===== src/rtl/pcfl_pkg.sv =====
`timescale 1ns / 1ps

package pcfl_pkg;

  // Default sizing, handed to the top-level parameters.
  localparam int CORES_DEF      = 8;
  localparam int PAGES_DEF      = 32768;
  localparam int PAGE_BYTES_DEF = 4096;

  // Widest fields that the parameter ranges can call for.
  localparam int CORE_MAX_W = 6;
  localparam int IDX_MAX_W  = 20;

  localparam int QUEUE_DEPTH = 2;
  localparam int CFG_IDX_W   = 2;

  localparam logic [31:0] REGION_BASE_RST = 32'h8000_0000;
  localparam logic [31:0] KERNEL_END_RST  = 32'h8000_0000;
  localparam logic [31:0] TOP_ADDRESS_RST = 32'h8800_0000;

  typedef enum logic [CFG_IDX_W-1:0] {
    REG_REGION_BASE = 2'd0,
    REG_KERNEL_END  = 2'd1,
    REG_TOP_ADDRESS = 2'd2
  } cfg_reg_e;

  typedef enum logic {
    KIND_ALLOC = 1'b0,
    KIND_FREE  = 1'b1
  } kind_e;

  typedef enum logic [1:0] {
    STATUS_OK       = 2'd0,
    STATUS_OOM      = 2'd1,
    STATUS_BAD_FREE = 2'd2
  } status_e;

  typedef enum logic [1:0] {
    CMD_ALLOC = 2'd0,
    CMD_FREE  = 2'd1,
    CMD_BAD   = 2'd2
  } cmd_e;

  typedef enum logic [1:0] {
    ST_IDLE,
    ST_FREE,
    ST_AHEAD,
    ST_ALINK
  } state_e;

  typedef struct packed {
    logic        kind;
    logic [2:0]  core;
    logic [31:0] page_address;
  } req_t;

  typedef struct packed {
    logic [1:0]  status;
    logic [31:0] granted_address;
    logic [2:0]  source_core;
  } rsp_t;

  // A classified item as it travels from the front to the back.
  typedef struct packed {
    cmd_e                  op;
    logic [CORE_MAX_W-1:0] core;
    logic [IDX_MAX_W-1:0]  idx;
  } cmd_t;

endpackage


===== src/rtl/pcfl_front.sv =====
`timescale 1ns / 1ps

module pcfl_front
  import pcfl_pkg::*;
#(
  parameter int CORES      = CORES_DEF,
  parameter int PAGES      = PAGES_DEF,
  parameter int PAGE_BYTES = PAGE_BYTES_DEF
) (
  input  req_t        item_i,
  input  logic [31:0] region_base_i,
  input  logic [31:0] kernel_end_i,
  input  logic [31:0] top_address_i,
  output cmd_t        cmd_o
);

  localparam int OFF_W = $clog2(PAGE_BYTES);

  logic [6:0]  core_red;
  logic [31:0] diff;
  logic [31:0] idx_wide;
  logic        aligned;
  logic        in_range;
  logic        bad;

  // A core number at or above CORES wraps; the value is only three bits wide.
  always_comb begin
    core_red = 7'(item_i.core);
    for (int k = 0; k < 8; k++) begin
      if (core_red >= 7'(CORES)) begin
        core_red = core_red - 7'(CORES);
      end
    end
  end

  assign aligned  = (item_i.page_address & 32'(PAGE_BYTES - 1)) == '0;
  assign diff     = item_i.page_address - region_base_i;
  assign idx_wide = diff >> OFF_W;
  assign in_range = {1'b0, idx_wide} < 33'(PAGES);

  assign bad = !aligned
            || (item_i.page_address < kernel_end_i)
            || (item_i.page_address >= top_address_i)
            || (item_i.page_address < region_base_i)
            || !in_range;

  always_comb begin
    cmd_o.core = CORE_MAX_W'(core_red);
    cmd_o.idx  = IDX_MAX_W'(idx_wide);
    if (item_i.kind == KIND_FREE) begin
      cmd_o.op = bad ? CMD_BAD : CMD_FREE;
    end else begin
      cmd_o.op = CMD_ALLOC;
    end
  end

endmodule


===== config.mk =====
export PLATFORM = sky130hd
export DESIGN_NAME = pcfl_front
export DESIGN_NICKNAME = d
export VERILOG_FILES = /design/src/rtl/pcfl_pkg.sv /design/src/rtl/pcfl_front.sv
export SDC_FILE = /design/constraint.sdc
export NUM_CORES = 1
export LEC_CHECK = 0
export BUFFER_PORTS_ARGS = -buffer_cell sky130_fd_sc_hd__buf_4
export CAP_MARGIN = 30
export CORE_AREA = 2 2 79 81
export DETAILED_ROUTE_END_ITERATION = 10
export DIE_AREA = 0 0 81 83
export GPL_TIMING_DRIVEN = 0
export PLACE_DENSITY = 0.9
export SYNTH_ARGS = -nofsm -noshare
export SYNTH_HDL_FRONTEND = slang
export SYNTH_SLANG_ARGS = --single-unit

===== constraint.sdc =====
create_clock -name vclk -period 8.61
set_input_delay 0.861 -clock vclk [all_inputs]
set_output_delay 0.861 -clock vclk [all_outputs]
set_load 0.02 [all_outputs]

==> impl_metrics.toml, run 1 <==
[sta]
period_minus_slack_ps = 4770
finalHoldViolations = 0
max_freq_ghz = 0.210
setup_viol = 0
fin_crit_sh = 0.554
setup_tns_ps = 0
worst_pin_slew_ps = 594
setup_ws_ps = 3840
slew_headroom = 0.602
slew_violations = 0
rsz0062_at_grt = "no"

[grt]
grt_max_degree = 8
grt_pass1_wl_um = 14400
grt_usage = 0.255
grt_antenna_before_repair = 0
grt_pass1_vias = 3495
grt.overflow.total = 0

[placed_design]
io_buffers = 154
place_inst = 652
globalplace.congestion = 0.862
placed_cell_area_um2 = 4260
pre_cts_ws_ps = 3910
dp_hpwl_um = 8090

[run]
maxCapViolCount = 0

[floorplan]
fp.dieH_um = 83
num_io_pins = 160
core-area_um2 = 5820
num_rows = 28
start_util = 0.516
design.die.area_um2 = 6720
dieWidth_um = 81

[pwr]
p_leak_nw = 2.57
p_per_area_nw_per_um2 = 66.0
ir_drop_v = 0.0000559

[yosys]
synth_warnings = 0
synth_top_area_frac = 0.392
synthAdderAreaFrac = 0.392
synthSimpleGateAreaFrac = 0.148
synth-xor-area-share = 0.0525
muxShareOfSynthArea = 0.00334
syn_avg_cell_area_um2 = 7.13
syn_inst = 421
yosys.area.top_type = "ha_1"
synthTopCellsByArea = "ha_1 39%, inv_1 13%, a21oi_1 5.7%"
synth_most_common_cell = "inv_1"
synth_common_cells = "101 x inv_1, 94 x ha_1, 34 x a21oi_1, 22 x nand2_1, 20 x a21o_1"
synth_top_family_by_area = "adder cells"
synth_compound_area_frac = 0.261
yosysSeqAreaShare = 0
syn_area_um2 = 3000
synth.distinct_cells = 47

[routing]
wl_um = 8670
wl_per_cell_um = 13.3
first_iter_violations = 70
wl_met3_um = 666
firstDrtPassIters = 4
top_layer = "met4"
ant_nets = 0
met2_length_um = 4380
viasPerCell = 5.34
vias = 3479
post-route-drc-count = 0
drt-met1-wl_um = 3470

[worst_hold_path]
hold_path_class = "input pin to output pin"

[layout]
nets = 805
multi_input_area_um2 = 2580
antenna_cells = 0
fin_area_um2 = 4260
fillCellCount = 487
fin_cells = 652
layout-drive-gt1-share = 0.289
clock_buffers = 0
ff_latch_area_um2 = 0
syn_to_final_growth_pct = 41.9
seq_cell_count = 0

[clock_network]
ctsHoldBuffers = 0
post_cts_buffers = 0
cts_resized = 0

[run_status]
status = "completed"

[setup_path]
start_kind = "input pin"
cp-end-kind = "output pin"
worst-setup-path-type = "input pin to output pin"
arrival_ps = 3910
required_ps = 7750
path_max_fanout = 6
-- through the flow --
stage	power, W	util	hold WS [ps]
after floorplan	0.000164	-	1830
after global placement	0.000270	0.732	1920
after detailed placement	0.000280	0.732	1920
after CTS	0.000281	0.732	1920
after global routing	0.000311	0.732	1920
final	0.000281	0.732	1920
-- layout by cell type (no fill, tap or decap), types with 2 or more instances in the layout --
| master | n |
|---|---|
| nor3_1 | 10 |
| nand3_1 | 8 |
| ha_1 | 94 |
| or3_1 | 2 |
| a211o_1 | 2 |
| nand2_1 | 22 |
| a31oi_1 | 3 |
| a2111oi_0 | 2 |
| a211oi_1 | 6 |
| o211a_1 | 2 |
| a221oi_1 | 2 |
| a21o_1 | 20 |
| buf_4 | 160 |
| nand4_1 | 13 |
| a21oi_1 | 34 |
| o21a_1 | 3 |
| nor4_1 | 3 |
| o31ai_1 | 6 |
| a31o_2 | 2 |
| xor2_1 | 7 |
| and4_1 | 4 |
| o21ai_0 | 16 |
| nor2b_1 | 3 |
| inv_1 | 101 |
| conb_1 | 3 |
| o31a_1 | 2 |
| nor2_1 | 17 |
| xnor2_1 | 11 |
-- layout make-up --
class,instances,area share
buffer,6,0.0106
inverter,102,0.0899
multi-input combinational,315,0.606
tap,75,0.0220
timing repair buffer,154,0.272
-- routing by layer --
layer  vias to the layer above  track usage
li1                       1795            -
met5                         -            0
met1                      1537        0.294
met2                       133        0.493
met3                        14       0.0239
met4                         0       0.0524
-- logic make-up after synthesis --
kind of cell,count (synthesis)
other cells,1
xor+xnor,18
simple gates,87
buf+inv,108
compound gates,112
mux,1
fa+ha+maj,94
-- worst max-delay path, stage by stage --
cell and delay [ps]:
buf_4 130, ha_1 370, a211oi_1 270, nor2_1 70, nor3_1 150, o21ai_1 170
a31oi_1 490, o41ai_1 200, or3_1 370, a2111o_1 420, o31a_1 240, buf_4 160
-- power by group --
part / internal [W] / switching [W] / total (W)
sequential: 0 / 0 / 0
combinational: 0.000137 / 0.000144 / 0.000281
clock: 0 / 0 / 0
total: 0.000137 / 0.000144 / 0.000281
-- path summary, 6_finish.rpt --
check,slack (ps),depth (start not counted),to,startpoint
worst max-delay path,3840,12,cmd_o[27],item_i[15]
worst min-delay path,1920,2,cmd_o[20],item_i[32]
Note: power is estimated with default switching activity, not from simulation.
==> run 2: changes to the inputs <==
- CORE_AREA: 2 2 79 81 -> 2 2 83 85
- DIE_AREA: 0 0 81 83 -> 0 0 85 87
- PLACE_DENSITY: 0.9 -> 0.82
- clock period: 8.61 -> 5 ns (I/O delays scaled with it)
==> run 2 against run 1 <==
Combinational power is 73% higher; critical path depth stayed put; non-clock buffer count stayed put; core utilization is 8.3 points lower; worst setup slack worse by 2800 ps; flip-flop and latch count stayed put; wire length is 3.6% higher; sequential share of layout area stayed put; count of clock-buffer cells in the layout stayed put; via count is 0.63% higher; total power is 73% higher; final cell count is 0.77% higher; critical path type unchanged; critical endpoint unchanged; largest cell class unchanged; highest routed layer unchanged.
==> impl_metrics.toml, run 2 (same netlist as run 1, synthesis figures left out) <==
[layout]
seq_cell_count = 0
antenna_cells = 0
layout-drive-gt1-share = 0.289
mostFrequentLayoutCell = "buf_4"
clock_buffers = 0
syn_to_final_growth_pct = 42.1
ff_latch_area_um2 = 0
fin_area_um2 = 4260
nets = 805
final_cell_mix = "160 x buf_4, 101 x inv_1, 94 x ha_1, 34 x a21oi_1, 22 x nand2_1"

[floorplan]
design.die.area_um2 = 7400
fp.dieH_um = 87
num_io_pins = 160
core-area_um2 = 6570
num_rows = 30
dieWidth_um = 85
start_util = 0.457

[placed_design]
globalplace.congestion = 0.928
dp_hpwl_um = 8220
io_buffers = 154
placed_cell_area_um2 = 4260
pre_cts_ws_ps = 1070

[setup_path]
path_max_fanout = 6
worst-setup-path-type = "input pin to output pin"
start_kind = "input pin"
arrival_ps = 3470
required_ps = 4500
cp-end-kind = "output pin"
startpoint = "item_i[15]"

[run_status]
status = "completed"

[routing]
wl_per_cell_um = 13.7
top_layer = "met4"
wl_um = 8990
met2_length_um = 4580
ant_nets = 0
first_iter_violations = 55
drt-met1-wl_um = 3620
wl_met3_um = 654
post-route-drc-count = 0
viasPerCell = 5.33
firstDrtPassIters = 4
vias = 3501

[pwr]
p_switching_w = 0.000250
ir_drop_v = 0.0000881
p_leak_nw = 2.57
power_frac_seq = 0
p_clk_frac = 0
p_comb_frac = 1.000
intPower_w = 0.000236
switching_share = 0.515
p_per_area_nw_per_um2 = 114

[worst_hold_path]
hold_path_class = "input pin to output pin"
min_from = "item_i[32]"

[grt]
grt_usage = 0.228
grt.overflow.total = 0
grt_antenna_before_repair = 0
grt_pass1_vias = 3313
grt_pass1_wl_um = 14200
grt_max_degree = 8

[sta]
max_freq_ghz = 0.252
setup_viol = 0
setup_tns_ps = 0
setup_ws_ps = 1030
slew_violations = 0
hold_slack_ps = 1200
worst_pin_slew_ps = 554
slew_headroom = 0.629
finalHoldViolations = 0
rsz0062_at_grt = "no"
period_minus_slack_ps = 3970
fin_crit_sh = 0.794

[clock_network]
ctsHoldBuffers = 0
cts_resized = 0
post_cts_buffers = 0

[run]
maxCapViolCount = 0
run 2: cell counts in the layout (fill, tap and decap cells not counted):
Identical to the previous run, type by type.
run 2: power groups by stage:
stage               logic (W)  registers [W]  clock network [W]
global route         0.000533              0                  0
finish               0.000486              0                  0
floorplan            0.000282              0                  0
CTS                  0.000486              0                  0
global placement     0.000469              0                  0
detailed placement   0.000485              0                  0
run 2: cell type report:
type,count,area (µm²)
Fill cell,605,2300
Buffer,6,45.0
Inverter,102,383
Multi-Input combinational cell,315,2580
Timing Repair Buffer,154,1160
Tap cell,80,100
run 2: final timing paths:
path                    end  slack [ps]  cells after the start
setup / recovery  cmd_o[27]        1030                     12
hold / removal    cmd_o[20]        1200                      2
run 2: metrics by stage:
step,util,cells,power (W)
CTS,0.649,657,0.000486
global placement,0.649,657,0.000469
floorplan,-,423,0.000282
finish,0.649,657,0.000486
detailed placement,0.649,657,0.000485
global route,0.649,657,0.000533
run 2: worst max-delay path, stage by stage:
cell and delay (ps):
buf_4 120, ha_1 360, a211oi_1 290, nor2_1 80
nor3_1 150, o21ai_1 150, a31oi_1 460, o41ai_1 170
or3_1 370, a2111o_1 420, o31a_1 240, buf_4 160
run 2: metal layers:
metal	up-vias	GRT usage
met5	-	0
met4	0	0.0332
met3	13	0.0265
met2	134	0.445
met1	1564	0.270
li1	1790	-
==> run 3: changes to the inputs <==
- clock period: 5 -> 3.7 ns (I/O delays scaled with it)
==> run 3 against run 2 <==
Non-clock buffer count is 3 higher; final cell count is 0.46% higher; design area is 1.7% higher; wire length is 2.4% higher; first-iteration DRC count is 15% higher; flip-flop and latch count stayed put; core utilization is 1.1 points higher; global-route usage stayed put; die area stayed put; critical path depth stayed put; count of clock-buffer cells in the layout stayed put; critical path type unchanged; highest routed layer unchanged.
==> impl_metrics.toml, run 3 (same netlist as run 1, synthesis figures left out) <==
[grt]
grt_usage = 0.228
grt_pass1_vias = 3313
grt_max_degree = 8
grt.overflow.total = 0
grt_antenna_before_repair = 0
grt_pass1_wl_um = 14200

[layout]
nets = 808
clock_buffers = 0
fin_area_um2 = 4340
mostFrequentLayoutCell = "buf_4"
final_cell_mix = "163 x buf_4, 101 x inv_1, 94 x ha_1, 33 x a21oi_1, 22 x nand2_1"
ff_latch_area_um2 = 0
layout-drive-gt1-share = 0.307
fin_util = 0.660
seq_cell_count = 0
antenna_cells = 0
syn_to_final_growth_pct = 44.5

[sta]
slew_violations = 0
finalHoldViolations = 0
setup_tns_ps = 0
hold_slack_ps = 938
period_minus_slack_ps = 3590
max_freq_ghz = 0.278
fin_crit_sh = 0.971
setup_viol = 0
setup_ws_ps = 107

[routing]
vias = 3545
met2_length_um = 4770
viasPerCell = 5.37
firstDrtPassIters = 5
wl_um = 9200
top_layer = "met4"
first_iter_violations = 63
drt-met1-wl_um = 3570
ant_nets = 0
post-route-drc-count = 0
wl_met3_um = 727
wl_per_cell_um = 13.9

[floorplan]
num_io_pins = 160
num_rows = 30
dieWidth_um = 85
start_util = 0.457
core-area_um2 = 6570
fp.dieH_um = 87
design.die.area_um2 = 7400

[run_status]
status = "completed"

[pwr]
intPower_w = 0.000327
p_switching_w = 0.000348
ir_drop_v = 0.000123
p_leak_nw = 2.60
switching_share = 0.515
power_frac_seq = 0
p_comb_frac = 1.000
p_clk_frac = 0
p_per_area_nw_per_um2 = 156

[setup_path]
worst-setup-path-type = "input pin to output pin"
required_ps = 3330
start_kind = "input pin"
cp-end-kind = "output pin"
arrival_ps = 3220
path_max_fanout = 5

[run]
maxCapViolCount = 0

[placed_design]
pre_cts_ws_ps = 27.6
io_buffers = 154
globalplace.congestion = 0.928
placed_cell_area_um2 = 4260
dp_hpwl_um = 8220

[worst_hold_path]
hold_path_class = "input pin to output pin"

[clock_network]
ctsHoldBuffers = 0
## run 3: cell types whose count changed in the layout (fill, tap and decap cells not counted), sizes merged
cell	previous run	this run
buf	160	163
## run 3: final timing paths
kind                       start   endpoint  slack [ps]  cells after the start
worst max-delay path   item_i[9]  cmd_o[27]         110                     12
worst min-delay path  item_i[32]  cmd_o[20]         940                      2
## run 3: final cells by class
| cell class | instances | area, µm² |
|---|---|---|
| Tap cell | 80 | 100 |
| Inverter | 102 | 383 |
| Timing Repair Buffer | 157 | 1180 |
| Fill cell | 596 | 2230 |
| Multi-Input combinational cell | 315 | 2630 |
| Buffer | 6 | 45.0 |
## run 3: power groups by stage
stage               clock [W]  sequential [W]  combinational [W]
floorplan                   0               0           0.000381
global placement            0               0           0.000634
detailed placement          0               0           0.000655
CTS                         0               0           0.000657
global route                0               0           0.000739
finish                      0               0           0.000676
## run 3: timing repair
item | in CTS | in global routing
endpoints found under the setup margin | 0 | 2
setup buffers | 0 | 3
gates resized for setup | 0 | 10
## run 3: per-layer routing
metal	global-route usage	vias to the layer above
li1	-	1795
met1	0.270	1583
met2	0.445	153
met3	0.0265	14
met4	0.0332	0
met5	0	-
## run 3: stage by stage
stage,power [W],instances
after floorplan,0.000381,423
after global placement,0.000634,657
after detailed placement,0.000655,657
after CTS,0.000657,657
after global routing,0.000739,660
final,0.000676,660
## run 3: worst max-delay path: stages
cell      delay, ps
buf_4           130
ha_1            330
nand4_1         130
nor2_1          100
o311ai_4        320
o211ai_4        150
a211oi_4        400
o41ai_2         110
or3_4           360
a2111o_1        420
o31a_1          240
buf_4           160
