## config.mk

```make
export PLATFORM = sky130hd
export DESIGN_NAME = pcfl_queue
export DESIGN_NICKNAME = d
export VERILOG_FILES = /design/src/rtl/pcfl_pkg.sv /design/src/rtl/pcfl_queue.sv
export SDC_FILE = /design/constraint.sdc
export NUM_CORES = 1
export LEC_CHECK = 0
export BUFFER_PORTS_ARGS = -buffer_cell sky130_fd_sc_hd__clkbuf_2
export CAP_MARGIN = 25
export CORE_ASPECT_RATIO = 0.9
export CORE_MARGIN = 2
export CORE_UTILIZATION = 30
export CTS_CLUSTER_DIAMETER = 50
export DETAILED_ROUTE_END_ITERATION = 8
export GPL_TIMING_DRIVEN = 0
export SETUP_SLACK_MARGIN = 0.3
export SYNTH_ARGS = -nofsm -noshare
export SYNTH_HDL_FRONTEND = slang
export SYNTH_SLANG_ARGS = --single-unit
```

## constraint.sdc

```tcl
create_clock -name clk_i -period 1.54 [get_ports clk_i]
set_input_delay 0.154 -clock clk_i [delete_from_list [all_inputs] [get_ports clk_i]]
set_output_delay 0.154 -clock clk_i [all_outputs]
set_load 0.01 [all_outputs]
```

## src/rtl/pcfl_pkg.sv

```systemverilog
`timescale 1ns / 1ps

package pcfl_pkg;

  // Default sizing, handed to the top-level parameters.
  localparam int CORES_DEF      = 8;
  localparam int PAGES_DEF      = 32768;
  localparam int PAGE_BYTES_DEF = 4096;

  // Widest fields that the parameter ranges can call for.
  localparam int CORE_MAX_W = 6;
  localparam int IDX_MAX_W  = 20;

  localparam int QUEUE_DEPTH = 2;
  localparam int CFG_IDX_W   = 2;

  localparam logic [31:0] REGION_BASE_RST = 32'h8000_0000;
  localparam logic [31:0] KERNEL_END_RST  = 32'h8000_0000;
  localparam logic [31:0] TOP_ADDRESS_RST = 32'h8800_0000;

  typedef enum logic [CFG_IDX_W-1:0] {
    REG_REGION_BASE = 2'd0,
    REG_KERNEL_END  = 2'd1,
    REG_TOP_ADDRESS = 2'd2
  } cfg_reg_e;

  typedef enum logic {
    KIND_ALLOC = 1'b0,
    KIND_FREE  = 1'b1
  } kind_e;

  typedef enum logic [1:0] {
    STATUS_OK       = 2'd0,
    STATUS_OOM      = 2'd1,
    STATUS_BAD_FREE = 2'd2
  } status_e;

  typedef enum logic [1:0] {
    CMD_ALLOC = 2'd0,
    CMD_FREE  = 2'd1,
    CMD_BAD   = 2'd2
  } cmd_e;

  typedef enum logic [1:0] {
    ST_IDLE,
    ST_FREE,
    ST_AHEAD,
    ST_ALINK
  } state_e;

  typedef struct packed {
    logic        kind;
    logic [2:0]  core;
    logic [31:0] page_address;
  } req_t;

  typedef struct packed {
    logic [1:0]  status;
    logic [31:0] granted_address;
    logic [2:0]  source_core;
  } rsp_t;

  // A classified item as it travels from the front to the back.
  typedef struct packed {
    cmd_e                  op;
    logic [CORE_MAX_W-1:0] core;
    logic [IDX_MAX_W-1:0]  idx;
  } cmd_t;

endpackage

```

## src/rtl/pcfl_queue.sv

```systemverilog
`timescale 1ns / 1ps

module pcfl_queue
  import pcfl_pkg::*;
#(
  parameter int WIDTH = 8,
  parameter int DEPTH = QUEUE_DEPTH
) (
  input  logic             clk_i,
  input  logic             rst_ni,
  input  logic             push_i,
  input  logic [WIDTH-1:0] data_i,
  output logic             full_o,
  input  logic             pop_i,
  output logic [WIDTH-1:0] data_o,
  output logic             empty_o
);

  localparam int PTR_W = (DEPTH > 1) ? $clog2(DEPTH) : 1;
  localparam int CNT_W = $clog2(DEPTH + 1);

  logic [WIDTH-1:0] mem_q [DEPTH];
  logic [PTR_W-1:0] wr_ptr_q, wr_ptr_d, rd_ptr_q, rd_ptr_d;
  logic [CNT_W-1:0] count_q, count_d;
  logic             do_push, do_pop;

  assign full_o  = (count_q == CNT_W'(DEPTH));
  assign empty_o = (count_q == '0);
  assign data_o  = mem_q[rd_ptr_q];
  assign do_push = push_i && !full_o;
  assign do_pop  = pop_i && !empty_o;

  always_comb begin
    wr_ptr_d = wr_ptr_q;
    rd_ptr_d = rd_ptr_q;
    count_d  = count_q;
    if (do_push) begin
      wr_ptr_d = (wr_ptr_q == PTR_W'(DEPTH - 1)) ? '0 : wr_ptr_q + 1'b1;
    end
    if (do_pop) begin
      rd_ptr_d = (rd_ptr_q == PTR_W'(DEPTH - 1)) ? '0 : rd_ptr_q + 1'b1;
    end
    if (do_push && !do_pop) begin
      count_d = count_q + 1'b1;
    end else if (do_pop && !do_push) begin
      count_d = count_q - 1'b1;
    end
  end

  always_ff @(posedge clk_i or negedge rst_ni) begin
    if (!rst_ni) begin
      wr_ptr_q <= '0;
      rd_ptr_q <= '0;
      count_q  <= '0;
    end else begin
      wr_ptr_q <= wr_ptr_d;
      rd_ptr_q <= rd_ptr_d;
      count_q  <= count_d;
    end
  end

  always_ff @(posedge clk_i) begin
    if (do_push) begin
      mem_q[wr_ptr_q] <= data_i;
    end
  end

endmodule

```

==> impl_metrics.tcl, run 1 <==
set metrics [dict create \
    status "completed" \
    synth_seq_cells 20 \
    wirelength_mm 1.45 \
    synth-async-reset-ratio_pct 20.0 \
    p_sw_mw 0.705 \
    grt_pass1_vias 496 \
    num_vias 482 \
    drv_slew 0 \
    clockBufferDepth 2 \
    ys_types 15 \
    dr_wl_met3_um 105 \
    fin_ws_ns 0.0942 \
    portBuffers 21 \
    pre_cts_ws_ns 0.126 \
    first_pass_iters 2 \
    worst_pin_slew_ns 0.237 \
    holdPathStages 1 \
    post_dp_cell_area_um2 940 \
    r2r-start "count_q[1]" \
    cts-root-buf "clkbuf_4" \
    hold_path.class "primary input to flop" \
    ff2ff_setup_slack_ns 0.19 \
    ff2ff_path_depth 5 \
    wl_met2_um 766 \
    fp.dieH_um 52.4 \
    crit_required_ns 1.39 \
    clk_pin_slew_ns 0.12 \
    switching_share_pct 28.8 \
    yosys-top-cells-area "edfxtp_1, dfrtp_1, mux2_1, mux2_2, xnor2_1" \
    grt_pass1_wl_mm 2.16 \
    fmax_mhz 692 \
    fin_area_mm2 0.00121 \
    pwr_density_cell_mw_per_mm2 2020 \
    cp-start-kind "flop" \
    seqPwrFrac_pct 35.0 \
    fin_crit_sh_pct 93.9 \
    ys_seq_area_share_pct 74.2 \
    setup_viol_count_final 0 \
    grt_max_degree 13 \
    arrival_ns 1.29 \
    fillers 214 \
    pwr-share-clk_pct 17.4 \
    num_antenna_cells 0 \
    yosysTopAreaCell "edfxtp_1" \
    synth_edf_count 16 \
    maxCapViolCount 0 \
    boundaryPins 22 \
    crit_path_top_delay_cell "dfrtp_1" \
    vdd_drop_max_v 0.00117 \
    worstPathCellList "buf_6 > mux2_4 > buf_6" \
    dp.cells 93 \
    synth_nets 57 \
    coreArea_mm2 0.00247 \
    leakagePower_nw 0.523 \
    grt_usage_pct 10.1 \
    antenna_found_initial 0 \
    synth_flop_cell "edfxtp_1" \
    rsz0062_at_grt "yes" \
    highest_layer "met3" \
    vias_per_cell 4.50 \
    rr_endpoint "count_q[1]" \
    path_buf_inv 2 \
    p_int_mw 1.75 \
    critPathKind "flop to output pin" \
    wl_per_cell_um 13.6 \
    dp_hpwl_um 912 \
    path_max_fanout 5 \
    grt_overflow 0 \
    critPathCaptureType "output pin" \
    hold_slack_ns 0.0288 \
    synthTopCellsByCount "edfxtp_1, mux2_1, dfrtp_1" \
    yosysMostFrequentCell "edfxtp_1" \
    areaGrowthSynthToFinish_pct 55.0 \
    fin_util_pct 49.1 \
    min_period_ns 1.45 \
    clk_latency_ns 0.30 \
    synthCells 44 \
    setup-tns-final_ns 0 \
    cts_max_level 1 \
    die_x_um 57.8 \
    total_power_mw 2.45 \
    maxSlewHeadroom_pct 84.2 \
    min_to "mem_q[0][3]" \
    hold_violations 0 \
    layout-drive-gt1-share_pct 67.1 \
    syn_area_um2 782 \
    synth_top_area_share_pct 61.4 \
    cts_made_buffers 3 \
    drc 0 \
    wl_met1_um 583 \
    antenna_left 0 \
    rows 17 \
    initial_core_util_pct 31.7 \
    die-area_mm2 0.00303 \
    yosys_warnings 0 \
    skew_ns 0.0109 \
    path_common_cell "buf_6" \
    final_nets 93 \
    first_iter_violations 5 \
    synth_area_per_cell_um2 17.8 \
    cts_tree "built" \
    worst_path_dominant_cell_family "flip-flops" \
    cts_num_sinks 20 \
    fin_cells 107 \
    place_congestion 0.619 \
    hp-start "data_i[3]" \
    combPwrFrac_pct 47.6 \
    cp_slowest_stage_delay_ns 0.42 \
]
-- area by class of cell --
cell class / count / area, um^2 / area share, %
inverter: 2 / 7.51 / 0.619
buffer: 1 / 11.3 / 0.929
multi-input combinational: 21 / 260 / 21.5
sequential: 20 / 582 / 48.0
tap: 28 / 35.0 / 2.89
clock inverter: 1 / 30.0 / 2.48
clock buffer: 3 / 22.5 / 1.86
timing repair buffer: 31 / 264 / 21.8
-- kinds of logic (layout without fill, tap and decap cells) --
logic type	count (synthesis)	after routing	share of synthesized area (%)
flip-flops	20	20	74.2
multiplexers	8	8	11.5
AND/OR/NAND/NOR	6	6	3.84
XOR/XNOR	5	5	6.56
buffers and inverters	3	38	1.60
adder cells (fa/ha/maj)	1	1	1.60
AO/OA/AOI/OAI	1	1	0.639
-- timing repair --
item                       CTS  global route
hold buffers                 1             0
gates resized for setup      8            32
gates cloned                 0             1
pin swaps                    4             2
hold endpoints to repair     4             0
buffers inserted             7             1
setup endpoints to repair   27            27
-- cell usage in the layout (no fill, tap or decap) --
master / synthesis / routed
nand2b_4: 0 / 1
nor2_4: 0 / 1
xor2_1: 2 / 2
buf_2: 1 / 1
dlygate4sd3_1: 0 / 1
clkbuf_4: 0 / 3
inv_2: 0 / 2
nand2_4: 0 / 1
buf_6: 0 / 14
dfrtp_1: 4 / 3
edfxtp_1: 16 / 16
buf_12: 0 / 1
o21ai_2: 0 / 1
nor2_1: 3 / 2
buf_4: 0 / 3
clkbuf_2: 0 / 12
xnor2_1: 2 / 2
bufinv_16: 0 / 1
and3_4: 0 / 1
dfrtp_2: 0 / 1
xnor2_2: 1 / 1
mux2_4: 0 / 8
ha_4: 0 / 1
-- metal layers --
layer  global-route usage (%)  up-vias
li1                         -      229
met1                     9.39      236
met2                     19.7       17
met3                     5.68        0
met4                     1.16        0
met5                        0        -
-- power groups by stage --
stage	logic, mW	clock network, mW	registers [mW]
after floorplan	0.456	0	0.834
after global placement	0.641	0	0.841
after detailed placement	0.654	0	0.853
after CTS	0.868	0.437	0.841
after global routing	1.24	0.466	0.873
final	1.17	0.427	0.857
-- flip-flops by register name, summed over array words and instances, names as in the netlist --
| name | cells |
|---|---|
| mem_q | 16 |
| count_q | 2 |
| rd_ptr_q | 1 |
| wr_ptr_q | 1 |
-- how the worst max path moves through the flow --
| stage | startpoint | endpoint | slack, ns | cells after the start |
|---|---|---|---|---|
| finish | rd_ptr_q | data_o[6] | 0.09 | 3 |
| global route | rd_ptr_q | data_o[7] | 0.04 | 3 |
| CTS | rd_ptr_q | data_o[7] | 0.09 | 3 |
| detailed placement | count_q[0] | mem_q[0][5] | 0.13 | 3 |
| global placement | count_q[0] | mem_q[0][5] | 0.15 | 3 |
| floorplan | count_q[0] | count_q[1] | 0.24 | 7 |
No activity file was read; power rests on OpenSTA's default activity.
==> run 2, diff against run 1 <==
--- a/config.mk
+++ b/config.mk
@@ -13,7 +13,7 @@
 export CTS_CLUSTER_DIAMETER = 50
 export DETAILED_ROUTE_END_ITERATION = 8
 export GPL_TIMING_DRIVEN = 0
-export SETUP_SLACK_MARGIN = 0.3
+export SETUP_SLACK_MARGIN = 0.05
 export SYNTH_ARGS = -nofsm -noshare
 export SYNTH_HDL_FRONTEND = slang
 export SYNTH_SLANG_ARGS = --single-unit
==> constraint.sdc (replaced) <==
create_clock -name clk_i -period 1.54 [get_ports clk_i]
set_input_delay 0 -clock clk_i [delete_from_list [all_inputs] [get_ports clk_i]]
set_output_delay 0 -clock clk_i [all_outputs]
set_load 0.01 [all_outputs]
==> run 2 against run 1 <==
Effect of this change:
- clock skew down 0.0079 ns
- sequential cell count unchanged
- via count down 5.2%
- final area down 12%
- core utilization down 6.1 points
- clock-buffer cell count unchanged
- critical endpoint is now count_q[1]
- largest cell class unchanged
==> impl_metrics.tcl, run 2 (same netlist as run 1, synthesis figures left out) <==
set metrics [dict create \
    antenna_left 0 \
    cp_slowest_stage_delay_ns 0.39 \
    wl_per_cell_um 11.6 \
    setup-tns-final_ns 0 \
    num_antenna_cells 0 \
    dr_wl_met3_um 82 \
    die_x_um 57.8 \
    antenna_found_initial 0 \
    path_max_fanout 4 \
    wl_met2_um 628 \
    first_iter_violations 1 \
    crit_path_top_delay_cell "dfrtp_1" \
    highest_layer "met3" \
    combPwrFrac_pct 39.3 \
    critPathKind "flop to flop" \
    vias_per_cell 4.27 \
    largest_reg_flops 16 \
    dp_hpwl_um 864 \
    rsz0062_at_grt "no" \
    arrival_ns 1.60 \
    hold_path.class "primary input to flop" \
    clk_latency_ns 0.28 \
    fin_crit_sh_pct 89.9 \
    pwr-share-clk_pct 13.0 \
    fin_ws_ns 0.155 \
    maxCapViolCount 0 \
    hold_violations 0 \
    vdd_drop_max_v 0.000802 \
    largest_register "mem_q" \
    p_int_mw 1.18 \
    boundaryPins 22 \
    first_pass_iters 3 \
    grt_max_degree 11 \
    grt_pass1_wl_mm 2.00 \
    grt_pass1_vias 474 \
    cp.depth 5 \
    setup_viol_count_final 0 \
    final_nets 94 \
    grt_usage_pct 9.06 \
    crit_required_ns 1.75 \
    post_dp_cell_area_um2 922 \
    wl_met1_um 526 \
    wirelength_mm 1.24 \
    critPathCaptureType "flop" \
    reg_top3 "mem_q: 16 flops, count_q: 2 flops" \
    ff2ff_path_depth 5 \
    min_period_ns 1.38 \
    maxSlewHeadroom_pct 71.7 \
    cts_num_sinks 20 \
    fp.dieH_um 52.4 \
    total_power_mw 1.72 \
    cts_made_buffers 3 \
    pwr_density_cell_mw_per_mm2 1620 \
    fin_area_mm2 0.00106 \
    skew_ns 0.00300 \
    p_sw_mw 0.538 \
    cts_tree "built" \
    rows 17 \
    worstPathCellList "buf_4 > o21ai_1 > ha_1 > nor2_1 > xor2_1" \
    portBuffers 21 \
    areaGrowthSynthToFinish_pct 35.8 \
    seqPwrFrac_pct 47.8 \
    path_buf_inv 1 \
    layout-drive-gt1-share_pct 40.5 \
    clockBufferDepth 2 \
    place_congestion 0.593 \
    clk_pin_slew_ns 0.10 \
    status "completed" \
    cp-start-kind "flop" \
    fmax_mhz 722 \
    die-area_mm2 0.00303 \
    worst_pin_slew_ns 0.424 \
    initial_core_util_pct 31.7 \
    worst_path_dominant_cell_family "flip-flops" \
    cts-root-buf "clkbuf_4" \
    pre_cts_ws_ns -0.146 \
    num_vias 457 \
    grt_overflow 0 \
    coreArea_mm2 0.00247 \
    final_cell_mix "clkbuf_2, edfxtp_1, dlygate4sd3_1" \
    drc 0 \
    cts_max_level 1 \
    leakagePower_nw 0.448 \
    final_common_cell "clkbuf_2" \
    switching_share_pct 31.3 \
    drv_slew 0 \
    holdPathStages 3 \
]
-- run 2: cell count changes in the layout (fill, tap and decap cells not counted), moves of 2 or more --
cell,previous run,this run
mux2_4,8,0
clkbuf_2,12,21
dlygate4sd3_1,1,10
buf_4,3,1
inv_1,0,2
mux2_1,0,6
inv_2,2,0
buf_6,14,0
mux2_2,0,2
-- run 2: timing repair --
item / in CTS / in global routing
endpoints found under the hold margin: 21 / 0
endpoints found under the setup margin: 9 / 9
setup buffers: 1 / 0
pin swaps: 0 / 1
hold buffers: 10 / 0
resized for setup: 1 / 1
-- run 2: per-stage QoR --
stage          instances  hold slack, ns  util, %
2_1_floorplan         44          -0.296        -
3_3_place_gp          93          -0.184     37.4
3_5_place_dp          93          -0.184     37.4
4_1_cts              107          0.0139     42.7
5_1_grt              107          0.0363     43.1
6_report             107          0.0289     43.1
-- run 2: worst reg2reg max path: stages (launching register included) --
cell	delay [ns]
dfrtp_1	0.39
buf_4	0.15
o21ai_1	0.20
ha_1	0.30
nor2_1	0.14
xor2_1	0.14
-- run 2: final timing paths --
kind                             from  slack (ns)          to
setup / recovery           count_q[0]        0.16  count_q[1]
hold / removal                  pop_i        0.03    rd_ptr_q
setup reg to reg           count_q[0]        0.16  count_q[1]
hold reg to reg              wr_ptr_q        0.54    wr_ptr_q
max in group asynchronous      rst_ni        1.37    rd_ptr_q
min in group asynchronous      rst_ni        0.04  count_q[1]
-- run 2: per-layer routing --
layer  GRT usage (%)  vias to the layer above
li1                -                      230
met1            10.4                      212
met2            15.7                       15
met3            2.96                        0
met4            3.49                        0
met5               0                        -
-- run 2: cell type report --
cell class	instances	area, um^2
inverters	2	7.51
flip-flops and latches	20	581
well taps	28	35.0
clock buffers	3	22.5
plain buffers	1	5.00
repair buffers	32	213
multi-input cells	21	199
fillers	237	1410
-- run 2: power by group through the flow --
stage                     clock [mW]  combinational (mW)  sequential [mW]
after floorplan                    0               0.427            0.824
after global placement             0               0.613            0.833
after detailed placement           0               0.618            0.841
after CTS                      0.238               0.681            0.815
after global routing           0.254               0.755            0.839
final                          0.223               0.675            0.821
==> run 3, diff against run 2 <==
--- a/config.mk
+++ b/config.mk
@@ -13,6 +13,7 @@
 export CTS_CLUSTER_DIAMETER = 50
 export DETAILED_ROUTE_END_ITERATION = 8
 export GPL_TIMING_DRIVEN = 0
+export RECOVER_POWER = 100
 export SETUP_SLACK_MARGIN = 0.05
 export SYNTH_ARGS = -nofsm -noshare
 export SYNTH_HDL_FRONTEND = slang
==> run 3 against run 2 <==
Effect of this change:
- final area fell by 2.4%
- sequential share of layout area grew 1.3 points
- core utilization shrank 1.0 points
- via count increased by 0.66%
- die area is the same
- clock skew hardly changed
- sequential cell count unchanged
- clock power about the same
==> impl_metrics.tcl, run 3 (same netlist as run 1, synthesis figures left out) <==
set metrics [dict create \
    place_congestion 0.593 \
    reg_top3 "mem_q: 16 flops, count_q: 2 flops" \
    layout-drive-gt1-share_pct 20.3 \
    path_buf_inv 1 \
    areaGrowthSynthToFinish_pct 32.6 \
    crit_required_ns 1.75 \
    portBuffers 21 \
    wirelength_mm 1.24 \
    grt_pass1_vias 474 \
    first_pass_iters 3 \
    cts-root-buf "clkbuf_4" \
    die-area_mm2 0.00303 \
    drc 0 \
    fmax_mhz 711 \
    final_cell_mix "edfxtp_1, clkbuf_1, dlygate4sd3_1" \
    cts_num_sinks 20 \
    boundaryPins 22 \
    dp.cells 93 \
    worst_pin_slew_ns 0.424 \
    num_antenna_cells 0 \
    min_period_ns 1.41 \
    vdd_drop_max_v 0.000794 \
    clk_latency_ns 0.28 \
    critPathCaptureType "flop" \
    fin_crit_sh_pct 91.3 \
    fillers 242 \
    cts_made_buffers 3 \
    final_nets 94 \
    dp_hpwl_um 864 \
    hold_slack_ns 0.0282 \
    coreArea_mm2 0.00247 \
    grt_overflow 0 \
    antenna_found_initial 0 \
    pwr_density_cell_mw_per_mm2 1620 \
    crit_path_top_delay_cell "dfrtp_1" \
    cts_max_level 1 \
    num_vias 460 \
    vias_per_cell 4.30 \
    setup_viol_count_final 0 \
    cts_tree "built" \
    maxCapViolCount 0 \
    maxSlewHeadroom_pct 71.7 \
    cp_slowest_stage_delay_ns 0.39 \
    antenna_left 0 \
    leakagePower_nw 0.394 \
    hold_violations 0 \
    rsz0062_at_grt "no" \
    arrival_ns 1.62 \
    clockBufferDepth 2 \
    hold_path.class "primary input to flop" \
    fin_area_mm2 0.00104 \
    grt_max_degree 11 \
    largest_register "mem_q" \
    hp-start "pop_i" \
    final_common_cell "edfxtp_1" \
    first_iter_violations 1 \
    post_dp_cell_area_um2 922 \
    fp.dieH_um 52.4 \
    worstPathCellList "nand2b_2 > nand2_2 > inv_1 > ha_1 > nor2_1 > xor2_1" \
    critPathKind "flop to flop" \
    initial_core_util_pct 31.7 \
    largest_reg_flops 16 \
    path_max_fanout 3 \
    grt_usage_pct 9.06 \
    fin_util_pct 42.0 \
    skew_ns 0.00297 \
    fin_cells 107 \
    worst_path_dominant_cell_family "simple AND/OR/NAND/NOR gates" \
    r2r-start "count_q[0]" \
    worstSetupStartpoint "count_q[0]" \
    rows 17 \
    total_power_mw 1.68 \
    wl_per_cell_um 11.6 \
    status "completed" \
    clk_pin_slew_ns 0.10 \
    die_x_um 57.8 \
    drv_slew 0 \
    grt_pass1_wl_mm 2.00 \
    cp-start-kind "flop" \
]
run 3: cell count changes in the layout (fill, tap and decap cells not counted):
cell and delta:
nand2b_4 -1, clkbuf_1 +15, nand2b_2 +1, clkbuf_2 -15, buf_1 +1, buf_2 -1
run 3: worst reg2reg max path: cells and delay by family (launching register included):
| kind | cells | cell delay [ns] |
|---|---|---|
| xor gates and xnor gates | 1 | 0.14 |
| and+or+nand+nor | 3 | 0.45 |
| DFF | 1 | 0.39 |
| adders and majority gates | 1 | 0.31 |
| buffers and inverters | 1 | 0.05 |
run 3: what timing repair did:
| action | 4_1_cts | 5_1_grt |
|---|---|---|
| setup buffers | 1 | 0 |
| resized for setup | 1 | 1 |
| hold endpoints to repair | 21 | 0 |
| pin swaps | 0 | 1 |
| hold buffers | 10 | 0 |
| endpoints found under the setup margin | 9 | 9 |
run 3: path summary, 6_finish.rpt:
| check | end | slack (ns) | cells past startpoint |
|---|---|---|---|
| max | count_q[1] | 0.13 | 6 |
| min | rd_ptr_q | 0.03 | 3 |
| max reg2reg | count_q[1] | 0.13 | 6 |
| min reg2reg | count_q[1] | 0.54 | 1 |
| max in group asynchronous | rd_ptr_q | 1.28 | 2 |
| min in group asynchronous | count_q[1] | 0.07 | 2 |
run 3: layout make-up:
class,instances,area [um^2],share of cell area [%]
Multi-Input combinational cell,21,194,18.7
Buffer,1,5.00,0.483
Sequential cell,20,581,56.0
Clock buffer,3,22.5,2.17
Timing Repair Buffer,32,193,18.6
Tap cell,28,35.0,3.38
Inverter,2,7.51,0.724
run 3: metal layers:
layer	share of wire [%]	wire (um)	track usage, %
met3	6.8	85	2.96
met1	43	529	10.4
met5	0	0	0
met4	0	0	3.49
met2	51	629	15.7
run 3: through the flow:
step                      setup TNS (ns)  setup slack (ns)
after floorplan                        0             0.148
after global placement             -1.02            -0.128
after detailed placement           -1.17            -0.146
after CTS                              0             0.108
after global routing                   0            0.0380
final                                  0             0.133
run 3: power by group:
| part | leakage (nW) | switching, mW | internal (mW) |
|---|---|---|---|
| clock | 0.0138 | 0.133 | 0.0906 |
| combinational | 0.185 | 0.343 | 0.294 |
| sequential | 0.195 | 0.0608 | 0.756 |
| total | 0.394 | 0.536 | 1.14 |
